<file path="config.mk">
export PLATFORM = sky130hd
export DESIGN_NAME = octant_line_rasterizer
export DESIGN_NICKNAME = d
export VERILOG_FILES = /design/src/design/olr_pkg.sv /design/src/design/octant_line_rasterizer.sv /design/src/design/olr_front.sv /design/src/design/olr_queue.sv /design/src/design/olr_back.sv
export VERILOG_INCLUDE_DIRS = /design/src /design/src/design
export SDC_FILE = /design/constraint.sdc
export NUM_CORES = 1
export LEC_CHECK = 0
export BUFFER_PORTS_ARGS = -buffer_cell sky130_fd_sc_hd__buf_2
export CAP_MARGIN = 20
export CELL_PAD_IN_SITES_DETAIL_PLACEMENT = 1
export CELL_PAD_IN_SITES_GLOBAL_PLACEMENT = 2
export CORE_MARGIN = 5
export CORE_UTILIZATION = 47
export CTS_CLUSTER_SIZE = 25
export DETAILED_ROUTE_END_ITERATION = 8
export GPL_TIMING_DRIVEN = 1
export MAX_ROUTING_LAYER = met4
export PLACE_DENSITY_LB_ADDON = 0.1
export SETUP_SLACK_MARGIN = 0.2
export SLEW_MARGIN = 30
export SYNTH_ARGS = -nofsm -noshare
export SYNTH_HDL_FRONTEND = slang
export SYNTH_SLANG_ARGS = --single-unit
</file>
<file path="constraint.sdc">
create_clock -name clk -period 9.9 [get_ports clk]
set_input_delay 1.485 -clock clk [delete_from_list [all_inputs] [get_ports clk]]
set_output_delay 1.485 -clock clk [all_outputs]
set_load 0.03 [all_outputs]
</file>
<file path="src/design/octant_line_rasterizer_macros.svh">
// Assertion macros shared by the line rasterizer modules.
`ifndef OCTANT_LINE_RASTERIZER_MACROS_SVH
`define OCTANT_LINE_RASTERIZER_MACROS_SVH

// Check that cons holds in the same cycle as ante.
`define OLR_ASSERT_NOW(label, clk, rst_n, ante, cons) \
    label: assert property (@(posedge clk) disable iff (!rst_n) (ante) |-> (cons)) \
        else $error("line rasterizer check failed");

// Check that cons holds in the cycle after ante.
`define OLR_ASSERT_NEXT(label, clk, rst_n, ante, cons) \
    label: assert property (@(posedge clk) disable iff (!rst_n) (ante) |=> (cons)) \
        else $error("line rasterizer check failed");

`endif

</file>
<file path="src/design/olr_pkg.sv">
// Package with the types, codes and mapping functions of the line rasterizer.
package olr_pkg;

    // Default depth of the queue between front and back
    localparam int QUEUE_DEPTH_DEFAULT = 4;

    // Configuration register indexes
    localparam logic REG_CENTER_X = 1'b0;
    localparam logic REG_CENTER_Y = 1'b1;

    typedef enum logic
    {
        CMD_START   = 1'b0,
        CMD_ADVANCE = 1'b1
    } olr_cmd_t;

    typedef enum logic [2:0]
    {
        OCT_0 = 3'd0,
        OCT_1 = 3'd1,
        OCT_2 = 3'd2,
        OCT_3 = 3'd3,
        OCT_4 = 3'd4,
        OCT_5 = 3'd5,
        OCT_6 = 3'd6,
        OCT_7 = 3'd7
    } olr_oct_t;

    // Point in octant-0 coordinates
    typedef struct packed
    {
        logic signed [11:0] u;
        logic signed [11:0] v;
    } olr_uv_t;

    // Point mapped back into its own octant
    typedef struct packed
    {
        logic signed [12:0] x;
        logic signed [12:0] y;
    } olr_xy_t;

    // Classified item handed from front to back
    typedef struct packed
    {
        olr_cmd_t           cmd;
        olr_oct_t           oct;
        logic signed [11:0] u0;
        logic signed [11:0] v0;
        logic signed [11:0] u1;
        logic signed [13:0] dec;
        logic signed [12:0] straight;
        logic signed [13:0] diag;
    } olr_entry_t;

    // Mirror or swap a point of octant oct into octant 0
    function automatic olr_uv_t to_octant0(olr_oct_t oct, logic signed [11:0] x,
                                           logic signed [11:0] y);
        olr_uv_t r;
        unique case (oct)
            OCT_0: begin r.u = x;  r.v = y;  end
            OCT_1: begin r.u = y;  r.v = x;  end
            OCT_2: begin r.u = y;  r.v = -x; end
            OCT_3: begin r.u = -x; r.v = y;  end
            OCT_4: begin r.u = -x; r.v = -y; end
            OCT_5: begin r.u = -y; r.v = -x; end
            OCT_6: begin r.u = -y; r.v = x;  end
            OCT_7: begin r.u = x;  r.v = -y; end
        endcase
        return r;
    endfunction

    // Map an octant-0 point back into octant oct
    function automatic olr_xy_t from_octant0(olr_oct_t oct, logic signed [11:0] u,
                                             logic signed [11:0] v);
        logic signed [12:0] ue;
        logic signed [12:0] ve;
        olr_xy_t r;
        ue = {u[11], u};
        ve = {v[11], v};
        unique case (oct)
            OCT_0: begin r.x = ue;  r.y = ve;  end
            OCT_1: begin r.x = ve;  r.y = ue;  end
            OCT_2: begin r.x = -ve; r.y = ue;  end
            OCT_3: begin r.x = -ue; r.y = ve;  end
            OCT_4: begin r.x = -ue; r.y = -ve; end
            OCT_5: begin r.x = -ve; r.y = -ue; end
            OCT_6: begin r.x = ve;  r.y = -ue; end
            OCT_7: begin r.x = ue;  r.y = -ve; end
        endcase
        return r;
    endfunction

endpackage

</file>
<file path="src/design/octant_line_rasterizer.sv">
// Eight-octant midpoint line rasterizer: configuration registers and top-level wiring.
//
// Usage: the input channel (in_valid, in_stall) takes one item per cycle unless
// stalled. A start item (command 0) carries both endpoints and emits the line's first
// pixel; each advance item (command 1) emits the next pixel along the major axis. An
// advance with no line in progress gives no pixel, and a start abandons any line
// in progress. The output channel (out_valid, out_stall) delivers pixel_x and
// pixel_y with the centre offset added, the octant tag and a last flag on the final
// endpoint. An item passes the front stage register and the queue before its pixel
// loads the output register. Throughput: one item per cycle unless stalled; the back
// end steps (decision add, end compare and octant mapping) in one pass.
// The centre is set through cfg_write, cfg_index and cfg_data while no item is
// in flight. Reset clears the centre, the line state, the queue and the output.
// When the receiver stalls the output pixel holds, the back end stops taking
// items, the queue fills and then in_stall rises until space frees up.
module octant_line_rasterizer
#(
    parameter int QUEUE_DEPTH = olr_pkg::QUEUE_DEPTH_DEFAULT
)
(
    input  logic               clk,
    input  logic               rst_n,
    input  logic               in_valid,
    output logic               in_stall,
    input  logic               command,
    input  logic signed [10:0] x_start,
    input  logic signed [10:0] y_start,
    input  logic signed [10:0] x_end,
    input  logic signed [10:0] y_end,
    output logic               out_valid,
    input  logic               out_stall,
    output logic signed [11:0] pixel_x,
    output logic signed [11:0] pixel_y,
    output logic [2:0]         octant,
    output logic               last,
    input  logic               cfg_write,
    input  logic               cfg_index,
    input  logic [10:0]        cfg_data
);
    import olr_pkg::*;

    logic signed [10:0] center_x_reg;
    logic signed [10:0] center_y_reg;
    logic               q_push;
    logic               q_full;
    logic               q_pop;
    logic               q_valid;
    olr_entry_t         push_entry;
    olr_entry_t         pop_entry;

    // Configuration register writes
    always_ff @(posedge clk or negedge rst_n)
    begin
        if (!rst_n)
        begin
            center_x_reg <= '0;
            center_y_reg <= '0;
        end
        else if (cfg_write)
        begin
            unique case (cfg_index)
                REG_CENTER_X: center_x_reg <= $signed(cfg_data);
                REG_CENTER_Y: center_y_reg <= $signed(cfg_data);
            endcase
        end
    end

    olr_front u_front
    (
        .clk      (clk),
        .rst_n    (rst_n),
        .in_valid (in_valid),
        .in_stall (in_stall),
        .command  (command),
        .x_start  (x_start),
        .y_start  (y_start),
        .x_end    (x_end),
        .y_end    (y_end),
        .q_push   (q_push),
        .q_entry  (push_entry),
        .q_full   (q_full)
    );

    olr_queue #(.DEPTH(QUEUE_DEPTH)) u_queue
    (
        .clk       (clk),
        .rst_n     (rst_n),
        .push      (q_push),
        .push_data (push_entry),
        .full      (q_full),
        .pop       (q_pop),
        .pop_data  (pop_entry),
        .valid     (q_valid)
    );

    olr_back u_back
    (
        .clk       (clk),
        .rst_n     (rst_n),
        .q_valid   (q_valid),
        .q_entry   (pop_entry),
        .q_pop     (q_pop),
        .center_x  (center_x_reg),
        .center_y  (center_y_reg),
        .out_valid (out_valid),
        .out_stall (out_stall),
        .pixel_x   (pixel_x),
        .pixel_y   (pixel_y),
        .octant    (octant),
        .last      (last)
    );

endmodule

</file>
<file path="src/design/olr_front.sv">
// Front end: accepts items, classifies the octant and sets the line terms.
module olr_front
(
    input  logic                clk,
    input  logic                rst_n,
    input  logic                in_valid,
    output logic                in_stall,
    input  logic                command,
    input  logic signed [10:0]  x_start,
    input  logic signed [10:0]  y_start,
    input  logic signed [10:0]  x_end,
    input  logic signed [10:0]  y_end,
    output logic                q_push,
    output olr_pkg::olr_entry_t q_entry,
    input  logic                q_full
);
    import olr_pkg::*;

    logic               accept;
    logic               a_valid_reg;
    logic               a_valid_next;
    olr_cmd_t           cmd_reg;
    logic signed [10:0] x0_reg;
    logic signed [10:0] y0_reg;
    logic signed [10:0] x1_reg;
    logic signed [10:0] y1_reg;
    logic signed [11:0] dx_reg;
    logic signed [11:0] dy_reg;

    logic [11:0]        ax;
    logic [11:0]        ay;
    logic               x_major;
    logic [11:0]        du;
    logic [11:0]        dv;
    olr_oct_t           oct;
    olr_uv_t            p0;
    olr_uv_t            p1;

    // Hold the item while the queue is full
    assign in_stall = a_valid_reg && q_full;
    assign accept   = in_valid && !in_stall;
    assign q_push   = a_valid_reg && !q_full;

    // Stage valid: load on accept, drop once pushed
    always_comb
    begin
        if (accept)
            a_valid_next = 1'b1;
        else if (q_push)
            a_valid_next = 1'b0;
        else
            a_valid_next = a_valid_reg;
    end

    always_ff @(posedge clk or negedge rst_n)
    begin
        if (!rst_n)
            a_valid_reg <= 1'b0;
        else
            a_valid_reg <= a_valid_next;
    end

    // Capture endpoints and their raw differences
    always_ff @(posedge clk)
    begin
        if (accept)
        begin
            cmd_reg <= olr_cmd_t'(command);
            x0_reg  <= x_start;
            y0_reg  <= y_start;
            x1_reg  <= x_end;
            y1_reg  <= y_end;
            dx_reg  <= {x_end[10], x_end} - {x_start[10], x_start};
            dy_reg  <= {y_end[10], y_end} - {y_start[10], y_start};
        end
    end

    // Classify the octant from the signs and magnitudes
    always_comb
    begin
        ax      = dx_reg[11] ? 12'(-dx_reg) : 12'(dx_reg);
        ay      = dy_reg[11] ? 12'(-dy_reg) : 12'(dy_reg);
        x_major = (ax >= ay);
        unique case ({dx_reg[11], dy_reg[11]})
            2'b00: oct = x_major ? OCT_0 : OCT_1;
            2'b10: oct = x_major ? OCT_3 : OCT_2;
            2'b11: oct = x_major ? OCT_4 : OCT_5;
            2'b01: oct = x_major ? OCT_7 : OCT_6;
        endcase
        du = x_major ? ax : ay;
        dv = x_major ? ay : ax;
    end

    // Map the endpoints into octant 0 and set the decision terms
    always_comb
    begin
        p0 = to_octant0(oct, {x0_reg[10], x0_reg}, {y0_reg[10], y0_reg});
        p1 = to_octant0(oct, {x1_reg[10], x1_reg}, {y1_reg[10], y1_reg});
        q_entry.cmd      = cmd_reg;
        q_entry.oct      = oct;
        q_entry.u0       = p0.u;
        q_entry.v0       = p0.v;
        q_entry.u1       = p1.u;
        q_entry.dec      = $signed({1'b0, dv, 1'b0}) - $signed({2'b00, du});
        q_entry.straight = $signed({dv, 1'b0});
        q_entry.diag     = $signed({1'b0, dv, 1'b0}) - $signed({1'b0, du, 1'b0});
    end

endmodule

</file>
<file path="src/design/olr_queue.sv">
// Short queue of classified items between the front and back ends.
`include "octant_line_rasterizer_macros.svh"

module olr_queue
#(
    parameter int DEPTH = olr_pkg::QUEUE_DEPTH_DEFAULT
)
(
    input  logic                clk,
    input  logic                rst_n,
    input  logic                push,
    input  olr_pkg::olr_entry_t push_data,
    output logic                full,
    input  logic                pop,
    output olr_pkg::olr_entry_t pop_data,
    output logic                valid
);
    import olr_pkg::*;

    localparam int PTR_W = (DEPTH > 1) ? $clog2(DEPTH) : 1;
    localparam int CNT_W = $clog2(DEPTH + 1);

    olr_entry_t       store_reg [DEPTH];
    logic [PTR_W-1:0] wr_ptr_reg;
    logic [PTR_W-1:0] wr_ptr_next;
    logic [PTR_W-1:0] rd_ptr_reg;
    logic [PTR_W-1:0] rd_ptr_next;
    logic [CNT_W-1:0] count_reg;
    logic [CNT_W-1:0] count_next;
    logic             do_push;
    logic             do_pop;

    assign full     = (count_reg == CNT_W'(DEPTH));
    assign valid    = (count_reg != '0);
    assign do_push  = push && !full;
    assign do_pop   = pop && valid;
    assign pop_data = store_reg[rd_ptr_reg];

    // Advance pointers with wrap and track the fill level
    always_comb
    begin
        wr_ptr_next = wr_ptr_reg;
        rd_ptr_next = rd_ptr_reg;
        count_next  = count_reg;
        if (do_push)
            wr_ptr_next = (wr_ptr_reg == PTR_W'(DEPTH - 1)) ? '0 : wr_ptr_reg + 1'b1;
        if (do_pop)
            rd_ptr_next = (rd_ptr_reg == PTR_W'(DEPTH - 1)) ? '0 : rd_ptr_reg + 1'b1;
        if (do_push && !do_pop)
            count_next = count_reg + 1'b1;
        else if (do_pop && !do_push)
            count_next = count_reg - 1'b1;
    end

    always_ff @(posedge clk or negedge rst_n)
    begin
        if (!rst_n)
        begin
            wr_ptr_reg <= '0;
            rd_ptr_reg <= '0;
            count_reg  <= '0;
        end
        else
        begin
            wr_ptr_reg <= wr_ptr_next;
            rd_ptr_reg <= rd_ptr_next;
            count_reg  <= count_next;
        end
    end

    // Write the pushed item
    always_ff @(posedge clk)
    begin
        if (do_push)
            store_reg[wr_ptr_reg] <= push_data;
    end

    `OLR_ASSERT_NOW(a_count_bound, clk, rst_n, 1'b1, count_reg <= CNT_W'(DEPTH))
    `OLR_ASSERT_NOW(a_empty_ptrs, clk, rst_n, count_reg == '0, rd_ptr_reg == wr_ptr_reg)
    `OLR_ASSERT_NEXT(a_pop_count, clk, rst_n, do_pop && !do_push,
                     count_reg == $past(count_reg) - 1'b1)

endmodule

</file>
<file path="src/design/olr_back.sv">
// Back end: steps the active line and registers one pixel per item, none for an idle advance.
`include "octant_line_rasterizer_macros.svh"

module olr_back
(
    input  logic                clk,
    input  logic                rst_n,
    input  logic                q_valid,
    input  olr_pkg::olr_entry_t q_entry,
    output logic                q_pop,
    input  logic signed [10:0]  center_x,
    input  logic signed [10:0]  center_y,
    output logic                out_valid,
    input  logic                out_stall,
    output logic signed [11:0]  pixel_x,
    output logic signed [11:0]  pixel_y,
    output logic [2:0]          octant,
    output logic                last
);
    import olr_pkg::*;

    logic signed [11:0] major_pos_reg;
    logic signed [11:0] major_pos_next;
    logic signed [11:0] minor_pos_reg;
    logic signed [11:0] minor_pos_next;
    logic signed [11:0] major_end_reg;
    logic signed [11:0] major_end_next;
    logic signed [13:0] decision_reg;
    logic signed [13:0] decision_next;
    logic signed [12:0] step_straight_reg;
    logic signed [12:0] step_straight_next;
    logic signed [13:0] step_diagonal_reg;
    logic signed [13:0] step_diagonal_next;
    olr_oct_t           line_octant_reg;
    olr_oct_t           line_octant_next;
    logic               line_active_reg;
    logic               line_active_next;

    logic               out_valid_reg;
    logic               out_valid_next;
    logic signed [11:0] pixel_x_reg;
    logic signed [11:0] pixel_x_next;
    logic signed [11:0] pixel_y_reg;
    logic signed [11:0] pixel_y_next;
    olr_oct_t           octant_reg;
    logic               last_reg;
    logic               last_next;

    logic               out_load;
    olr_xy_t            pix;
    logic signed [12:0] sum_x;
    logic signed [12:0] sum_y;

    // Take the next item whenever the output register is free or draining
    assign q_pop = q_valid && (!out_valid_reg || !out_stall);

    // Start loads the line, advance steps it; an idle advance is dropped
    always_comb
    begin
        major_pos_next     = major_pos_reg;
        minor_pos_next     = minor_pos_reg;
        major_end_next     = major_end_reg;
        decision_next      = decision_reg;
        step_straight_next = step_straight_reg;
        step_diagonal_next = step_diagonal_reg;
        line_octant_next   = line_octant_reg;
        line_active_next   = line_active_reg;
        last_next          = 1'b0;
        out_load           = 1'b0;
        if (q_pop)
        begin
            if (q_entry.cmd == CMD_START)
            begin
                major_pos_next     = q_entry.u0;
                minor_pos_next     = q_entry.v0;
                major_end_next     = q_entry.u1;
                decision_next      = q_entry.dec;
                step_straight_next = q_entry.straight;
                step_diagonal_next = q_entry.diag;
                line_octant_next   = q_entry.oct;
                last_next          = (q_entry.u0 >= q_entry.u1);
                line_active_next   = !last_next;
                out_load           = 1'b1;
            end
            else if (line_active_reg)
            begin
                if (!decision_reg[13] && (decision_reg != '0))
                begin
                    minor_pos_next = minor_pos_reg + 1'b1;
                    decision_next  = decision_reg + step_diagonal_reg;
                end
                else
                begin
                    decision_next = decision_reg
                                  + {step_straight_reg[12], step_straight_reg};
                end
                major_pos_next   = major_pos_reg + 1'b1;
                last_next        = (major_pos_next >= major_end_reg);
                line_active_next = !last_next;
                out_load         = 1'b1;
            end
        end
    end

    // Map the new pixel back to its octant and add the centre
    always_comb
    begin
        pix          = from_octant0(line_octant_next, major_pos_next, minor_pos_next);
        sum_x        = pix.x + {{2{center_x[10]}}, center_x};
        sum_y        = pix.y + {{2{center_y[10]}}, center_y};
        pixel_x_next = sum_x[11:0];
        pixel_y_next = sum_y[11:0];
    end

    // Output register: load a pixel, drop it once taken
    always_comb
    begin
        if (out_load)
            out_valid_next = 1'b1;
        else if (!out_stall)
            out_valid_next = 1'b0;
        else
            out_valid_next = out_valid_reg;
    end

    always_ff @(posedge clk or negedge rst_n)
    begin
        if (!rst_n)
        begin
            major_pos_reg     <= '0;
            minor_pos_reg     <= '0;
            major_end_reg     <= '0;
            decision_reg      <= '0;
            step_straight_reg <= '0;
            step_diagonal_reg <= '0;
            line_octant_reg   <= OCT_0;
            line_active_reg   <= 1'b0;
            out_valid_reg     <= 1'b0;
        end
        else
        begin
            major_pos_reg     <= major_pos_next;
            minor_pos_reg     <= minor_pos_next;
            major_end_reg     <= major_end_next;
            decision_reg      <= decision_next;
            step_straight_reg <= step_straight_next;
            step_diagonal_reg <= step_diagonal_next;
            line_octant_reg   <= line_octant_next;
            line_active_reg   <= line_active_next;
            out_valid_reg     <= out_valid_next;
        end
    end

    // Hold the pixel payload until a new one loads
    always_ff @(posedge clk)
    begin
        if (out_load)
        begin
            pixel_x_reg <= pixel_x_next;
            pixel_y_reg <= pixel_y_next;
            octant_reg  <= line_octant_next;
            last_reg    <= last_next;
        end
    end

    assign out_valid = out_valid_reg;
    assign pixel_x   = pixel_x_reg;
    assign pixel_y   = pixel_y_reg;
    assign octant    = octant_reg;
    assign last      = last_reg;

    `OLR_ASSERT_NOW(a_active_before_end, clk, rst_n, line_active_reg,
                    major_pos_reg < major_end_reg)
    `OLR_ASSERT_NEXT(a_last_ends_line, clk, rst_n, out_load && last_next, !line_active_reg)
    `OLR_ASSERT_NOW(a_idle_advance_silent, clk, rst_n,
                    q_pop && (q_entry.cmd == CMD_ADVANCE) && !line_active_reg, !out_load)

endmodule

</file>
==> results of run 1 <==
## cells in the mapped netlist (all sizes together) (8+ instances only)
cell / number
edfxtp: 413
nand2: 256
o21ai: 151
nor2: 148
ha: 142
inv: 142
a21oi: 131
dfrtp: 110
mux4: 79
xnor2: 78
clkbuf: 77
nor3: 58
xor2: 40
a21o: 37
mux2: 35
nand3: 35
a31oi: 28
a22oi: 27
or3: 23
a21boi: 22
nand2b: 22
buf: 20
mux2i: 20
nor2b: 20
and2: 18
o22ai: 17
and3: 15
o21a: 15
nor3b: 14
o31ai: 13
a211oi: 12
o22a: 11
o211ai: 10
nand4: 9
a222oi: 8
fa: 8
## metal layers
metal | vias to the layer above | global-route usage (%)
li1 | 9141 | -
met5 | - | -
met1 | 9970 | 35.0
met3 | 130 | 3.27
met4 | 0 | 7.63
met2 | 488 | 41.0
## metrics by stage
step	area [um2]	hold slack, ns	util, %	worst slack [ns]	std cells
2_1_floorplan	28200	0.447	-	3.66	2389
3_3_place_gp	29600	0.472	50.0	2.59	3192
3_5_place_dp	29600	0.473	50.0	2.44	3192
4_1_cts	31500	0.491	53.2	2.89	3296
5_1_grt	31500	0.512	53.2	2.14	3296
6_report	31500	0.487	53.2	2.86	3296
## path summary, 6_finish.rpt
kind / start / to / cells past startpoint
setup / recovery: u_front.dy_reg[2]$_DFFE_PP_ / u_queue.store_reg[3][36]$_DFFE_PP_ / 23
hold / removal: u_back.step_diagonal_reg[9]$_DFFE_PN0P_ / u_back.step_diagonal_reg[9]$_DFFE_PN0P_ / 2
setup reg to reg: u_front.dy_reg[2]$_DFFE_PP_ / u_queue.store_reg[3][36]$_DFFE_PP_ / 23
hold reg to reg: u_back.step_diagonal_reg[9]$_DFFE_PN0P_ / u_back.step_diagonal_reg[9]$_DFFE_PN0P_ / 2
max in group asynchronous: rst_n / u_queue.rd_ptr_reg[1]$_DFFE_PN0P_ / 2
min in group asynchronous: rst_n / u_back.decision_reg[11]$_DFFE_PN0P_ / 1
## logic make-up (layout without fill, tap and decap cells)
family | Yosys count | count (layout)
compound gates | 571 | 571
fa+ha+maj | 150 | 150
xor+xnor | 118 | 118
buf+inv | 240 | 374
simple gates | 653 | 653
flops | 523 | 523
mux | 134 | 134
## cell type report
type,count,area (um2)
fill,6117,27700
sequential,523,15200
multi-input combinational,1626,12200
clock buffer,67,1520
tap,773,967
timing repair buffer,127,728
inverter,143,537
clock inverter,37,403
## critical path, cell delays in order (launching register included)
cell and delay (ns):
edfxtp_1 0.46, nor4_1 0.65, nand2_1 0.18, o41ai_1 0.38, xor2_1 0.52, ha_1 0.42, a21oi_1 0.18, o21a_1 0.14
o41ai_1 0.07, buf_4 0.18, nor2_2 0.58, mux2i_1 0.41, inv_1 0.16, fa_1 0.42, nor2b_1 0.12, o21ai_0 0.11
a21boi_0 0.26, o21ai_0 0.16, a21boi_0 0.27, o21ai_0 0.15, a21boi_0 0.26, o21ai_0 0.18, nor2b_1 0.19, xnor2_1 0.34
==> results.yml, run 1 <==
clock_network:
  numCtsBuffers: 56
  postCtsSetupRepairBufs: 0
  cts_sinks: 523
  cts_resized: 0
  ctsLongestPathBuffers: 3
  clk_pin_slew_ns: 0.06
  clockRootBuffer: "clkbuf_16"
  cts_tree: "yes"
  h-tree-depth: 2
  clock_latency_ns: 0.64
  ctsHoldBuffers: 0
logic_synthesis:
  ys.flop_type: "edfxtp_1"
  syn_area_mm2: 0.0282
  synth_simple_gate_area_share_pct: 10.9
  synth_edf_count: 413
  synth_nets: 2601
  yosysWarningCount: 0
  synth_fa_ha_area_share_pct: 6.86
  synth_top_family_by_area: "compound AO/OA/AOI/OAI gates"
  yosysTopAreaCellShare_pct: 43.9
  synth-xor-area-share_pct: 3.66
  ys_seq_area_share_pct: 53.7
  synth_seq_cells: 523
  async_flop_share_pct: 21.0
  syn_area_per_cell_um2: 11.8
  synthMuxAreaShare_pct: 8.40
  synth_compound_area_share_pct: 13.2
  syn_inst: 2389
  synth_cell_types: 87
  synth_area_leader_cell: "edfxtp_1"
  ys_top_cells_by_area: "edfxtp_1 (44%), dfrtp_1 (9.7%), mux4_2 (6.3%), ha_1 (6.3%), nand2_1 (3.4%)"
timing:
  fin_skew_ns: 0.0452
  slew_headroom_pct: 33.3
  post-route-min-period_ns: 7.04
  final_hold_viol_count: 0
  post-route-period-util_pct: 71.1
  slew_viol_final: 0
  timing.fmax_mhz: 142
  rsz0062_at_grt: "no"
  tns_ns: 0
  worst_pin_slew_ns: 0.993
  final-setup-viol-count: 0
critical_path:
  worstSetupEndpointType: "flop"
  critical_path_arrival_ns: 7.43
  cp.required_ns: 10.29
  critPathKind: "flop to flop"
  path_max_fanout: 20
  cp-start-kind: "flop"
  reg2reg_setup_slack_ns: 2.86
floorplanning:
  io_pins: 92
  dieArea_mm2: 0.0651
  core_area_mm2: 0.0592
  start_util_pct: 47.7
  die_w_um: 255
  die_h_um: 255
  rows: 89
finish:
  syn_to_final_growth_pct: 11.6
  drive_gt1_share_pct: 14.4
  layout_common_cells: "edfxtp_1 (413), nand2_1 (255), nor2_1 (145)"
  antenna_cells: 0
  largest_register_ffs: 316
  final_nets: 2689
  final_common_cell: "edfxtp_1"
routing:
  drt_iter0_markers: 1295
  routed-wl-met2_mm: 38.2
  post_drt_wl_per_cell_um: 24.6
  drt-met1-wl_mm: 36.8
  route.detailed.drc: 0
  wl_met3_mm: 3.51
  vias_per_cell: 5.99
  ant_nets: 0
  vias: 19729
  highest_layer: "met4"
  drt-total-wl_mm: 81.2
  drtPass1Iterations: 5
grt:
  track_usage_pct: 25.7
  grt_max_degree: 70
  overflow: 0
  antenna_found_initial: 0
  grt_pass1_wl_mm: 126
  first_global_vias: 20928
placed_design:
  dp_hpwl_mm: 58.9
  port_buffers: 91
  finalWeightedCongestion: 0.866
run:
  maxCapViolations: 0
status:
  status: "completed"
min_path:
  hold_class: "flop to flop"
Power of run 1 is not shown: default switching activity piles up to over one toggle a cycle in this logic, so the estimate is an artifact.
==> inputs of run 2 (changes only) <==
Settings changed: CORE_UTILIZATION 47 to 39.
Clock period 9.9 ns to 5.9 ns, I/O delays scaled along.
==> run 2 against run 1 <==
Compared with the run above: utilization shrank 7.9 points; sequential share of layout area shrank 1.4 points; global-route usage shrank 4.5 points; first-iteration DRC count shrank 15%; register-to-register slack lost 2.3 ns; sequential cell count is the same; non-clock buffer count grew 69; maximum frequency grew 31%; clock skew is essentially flat; hold slack lost 0.32 ns; setup slack lost 2.3 ns.
==> results.yml, run 2 (synthesis gave the netlist of run 1 again) <==
status:
  status: "completed"
timing:
  tns_ns: 0
  rsz0062_at_grt: "no"
  slew_headroom_pct: 35.9
  fin_skew_ns: 0.0455
  post-route-period-util_pct: 91.2
  post-route-min-period_ns: 5.38
  final_hold_viol_count: 0
  timing.fmax_mhz: 186
  worst_pin_slew_ns: 0.952
  holdWs_ns: 0.169
  slew_viol_final: 0
  final-setup-viol-count: 0
clock_network:
  ctsLongestPathBuffers: 3
  clock_latency_ns: 0.65
  clockRootBuffer: "clkbuf_16"
  cts_tree: "yes"
  clk_pin_slew_ns: 0.06
  h-tree-depth: 2
  ctsHoldBuffers: 0
  cts_sinks: 523
  numCtsBuffers: 57
routing:
  post_drt_wl_per_cell_um: 22.8
  ant_nets: 0
  vias: 19799
  drt-total-wl_mm: 80.9
  route.detailed.drc: 0
  drt_iter0_markers: 1107
  drtPass1Iterations: 5
  vias_per_cell: 5.58
grt:
  track_usage_pct: 21.2
  grt.busiest_layer: "met2"
  grt_util_met1_pct: 29.3
  antenna_found_initial: 0
  grtUsageMet3_pct: 2.73
  first_global_vias: 20823
  grt_max_degree: 70
  grt_pass1_wl_mm: 126
  grt_use_met2_pct: 33.8
  overflow: 0
floorplanning:
  start_util_pct: 39.4
  core_area_mm2: 0.0716
  io_pins: 92
  die_w_um: 279
  rows: 98
  dieArea_mm2: 0.0779
  die_h_um: 279
critical_path:
  cp_cell_sequence: "or4_1 > o41ai_2 > xor2_1 > inv_1 > ha_2 > nand4_1 > o41ai_4 > nor2_4 > mux2i_1 > inv_1 > fa_1 > nor2b_1 > o21ai_1 > a21boi_1 > o21ai_1 > a21boi_1 > o21ai_1 > a21boi_1 > o21ai_1 > nor2b_2 > xnor2_2"
  cp-endpoint: "u_queue.store_reg[1][36]$_DFFE_PP_"
  cpMostUsedCell: "o21ai_1"
  critPathKind: "flop to flop"
  reg2reg_setup_slack_ns: 0.52
  path_max_fanout: 6
  cp.depth: 21
  cpPeakStageDelay_ns: 0.59
  cp.required_ns: 6.28
  cp_slowest_cell: "or4_1"
  critical_path_arrival_ns: 5.76
  cp-start-kind: "flop"
  rr_endpoint: "u_queue.store_reg[1][36]$_DFFE_PP_"
  worstSetupEndpointType: "flop"
  startpoint: "u_front.dx_reg[5]$_DFFE_PP_"
  crit_family: "compound AO/OA/AOI/OAI gates"
  r2r_start: "u_front.dx_reg[5]$_DFFE_PP_"
  rr_worst_depth: 21
  critPathBufInv: 2
finish:
  final_nets: 2759
  fillers: 7587
  final_common_cell: "edfxtp_1"
  layout_common_cells: "edfxtp_1 (413), nand2_1 (255), nor2_1 (146)"
  seqCellArea_mm2: 0.0152
  drive_gt1_share_pct: 17.6
  multi_input_area_mm2: 0.0124
  largest_register_ffs: 316
  final_area_mm2: 0.0324
  antenna_cells: 0
  syn_to_final_growth_pct: 14.9
  final_cells: 3546
run:
  maxCapViolations: 0
placed_design:
  port_buffers: 91
  dp_cells: 3436
  dp_hpwl_mm: 60.0
  dpl_cell_area_mm2: 0.0304
  finalWeightedCongestion: 0.889
min_path:
  hold_class: "input port to asynchronous set/reset pin"
run 2: cell count changes in the layout (fill, tap and decap cells not counted), moves of 6 or more:
cell	before	now
xnor2_2	1	8
o21ai_0	142	136
o21ai_1	9	15
clkbuf_1	6	14
xnor2_1	77	70
clkinv_1	16	5
buf_4	37	104
run 2: cell type report:
cell class | count | area share [%]
tap | 950 | 3.66
timing repair buffer | 196 | 3.89
clock inverter | 32 | 1.22
sequential | 523 | 46.7
clock buffer | 76 | 4.77
inverter | 143 | 1.65
multi-input combinational | 1626 | 38.1
run 2: routing by layer:
| metal | up-vias | routed length, um |
|---|---|---|
| met3 | 101 | 3240 |
| met4 | 0 | 1840 |
| met1 | 10029 | 37700 |
| met2 | 385 | 38100 |
| li1 | 9284 | - |
| met5 | - | 0 |
run 2: how the worst min path moves through the flow:
stage | slack (ns) | cells after the start | start | end
finish | 0.17 | 1 | rst_n | u_back.step_straight_reg[12]$_DFFE_PN0P_
global route | 0.18 | 1 | rst_n | u_back.step_straight_reg[10]$_DFFE_PN0P_
CTS | 0.16 | 1 | rst_n | u_back.step_diagonal_reg[10]$_DFFE_PN0P_
detailed placement | 0.47 | 2 | u_back.decision_reg[0]$_DFFE_PN0P_ | u_back.decision_reg[0]$_DFFE_PN0P_
global placement | 0.47 | 2 | u_back.decision_reg[0]$_DFFE_PN0P_ | u_back.decision_reg[0]$_DFFE_PN0P_
floorplan | 0.45 | 2 | u_back.decision_reg[0]$_DFFE_PN0P_ | u_back.decision_reg[0]$_DFFE_PN0P_
run 2: timing repair:
item	4_1_cts	5_1_grt
pin swaps	0	1
cloned	0	0
buffers inserted	0	2
gates resized for setup	5	27
setup endpoints to repair	12	21
run 2: through the flow:
stage | utilization (%) | setup WS (ns)
2_1_floorplan | - | 0.210
3_3_place_gp | 42.4 | 0.230
3_5_place_dp | 42.4 | 0.124
4_1_cts | 45.2 | 0.213
5_1_grt | 45.3 | 0.208
6_report | 45.3 | 0.517
Power of run 2 is left out for the same reason.
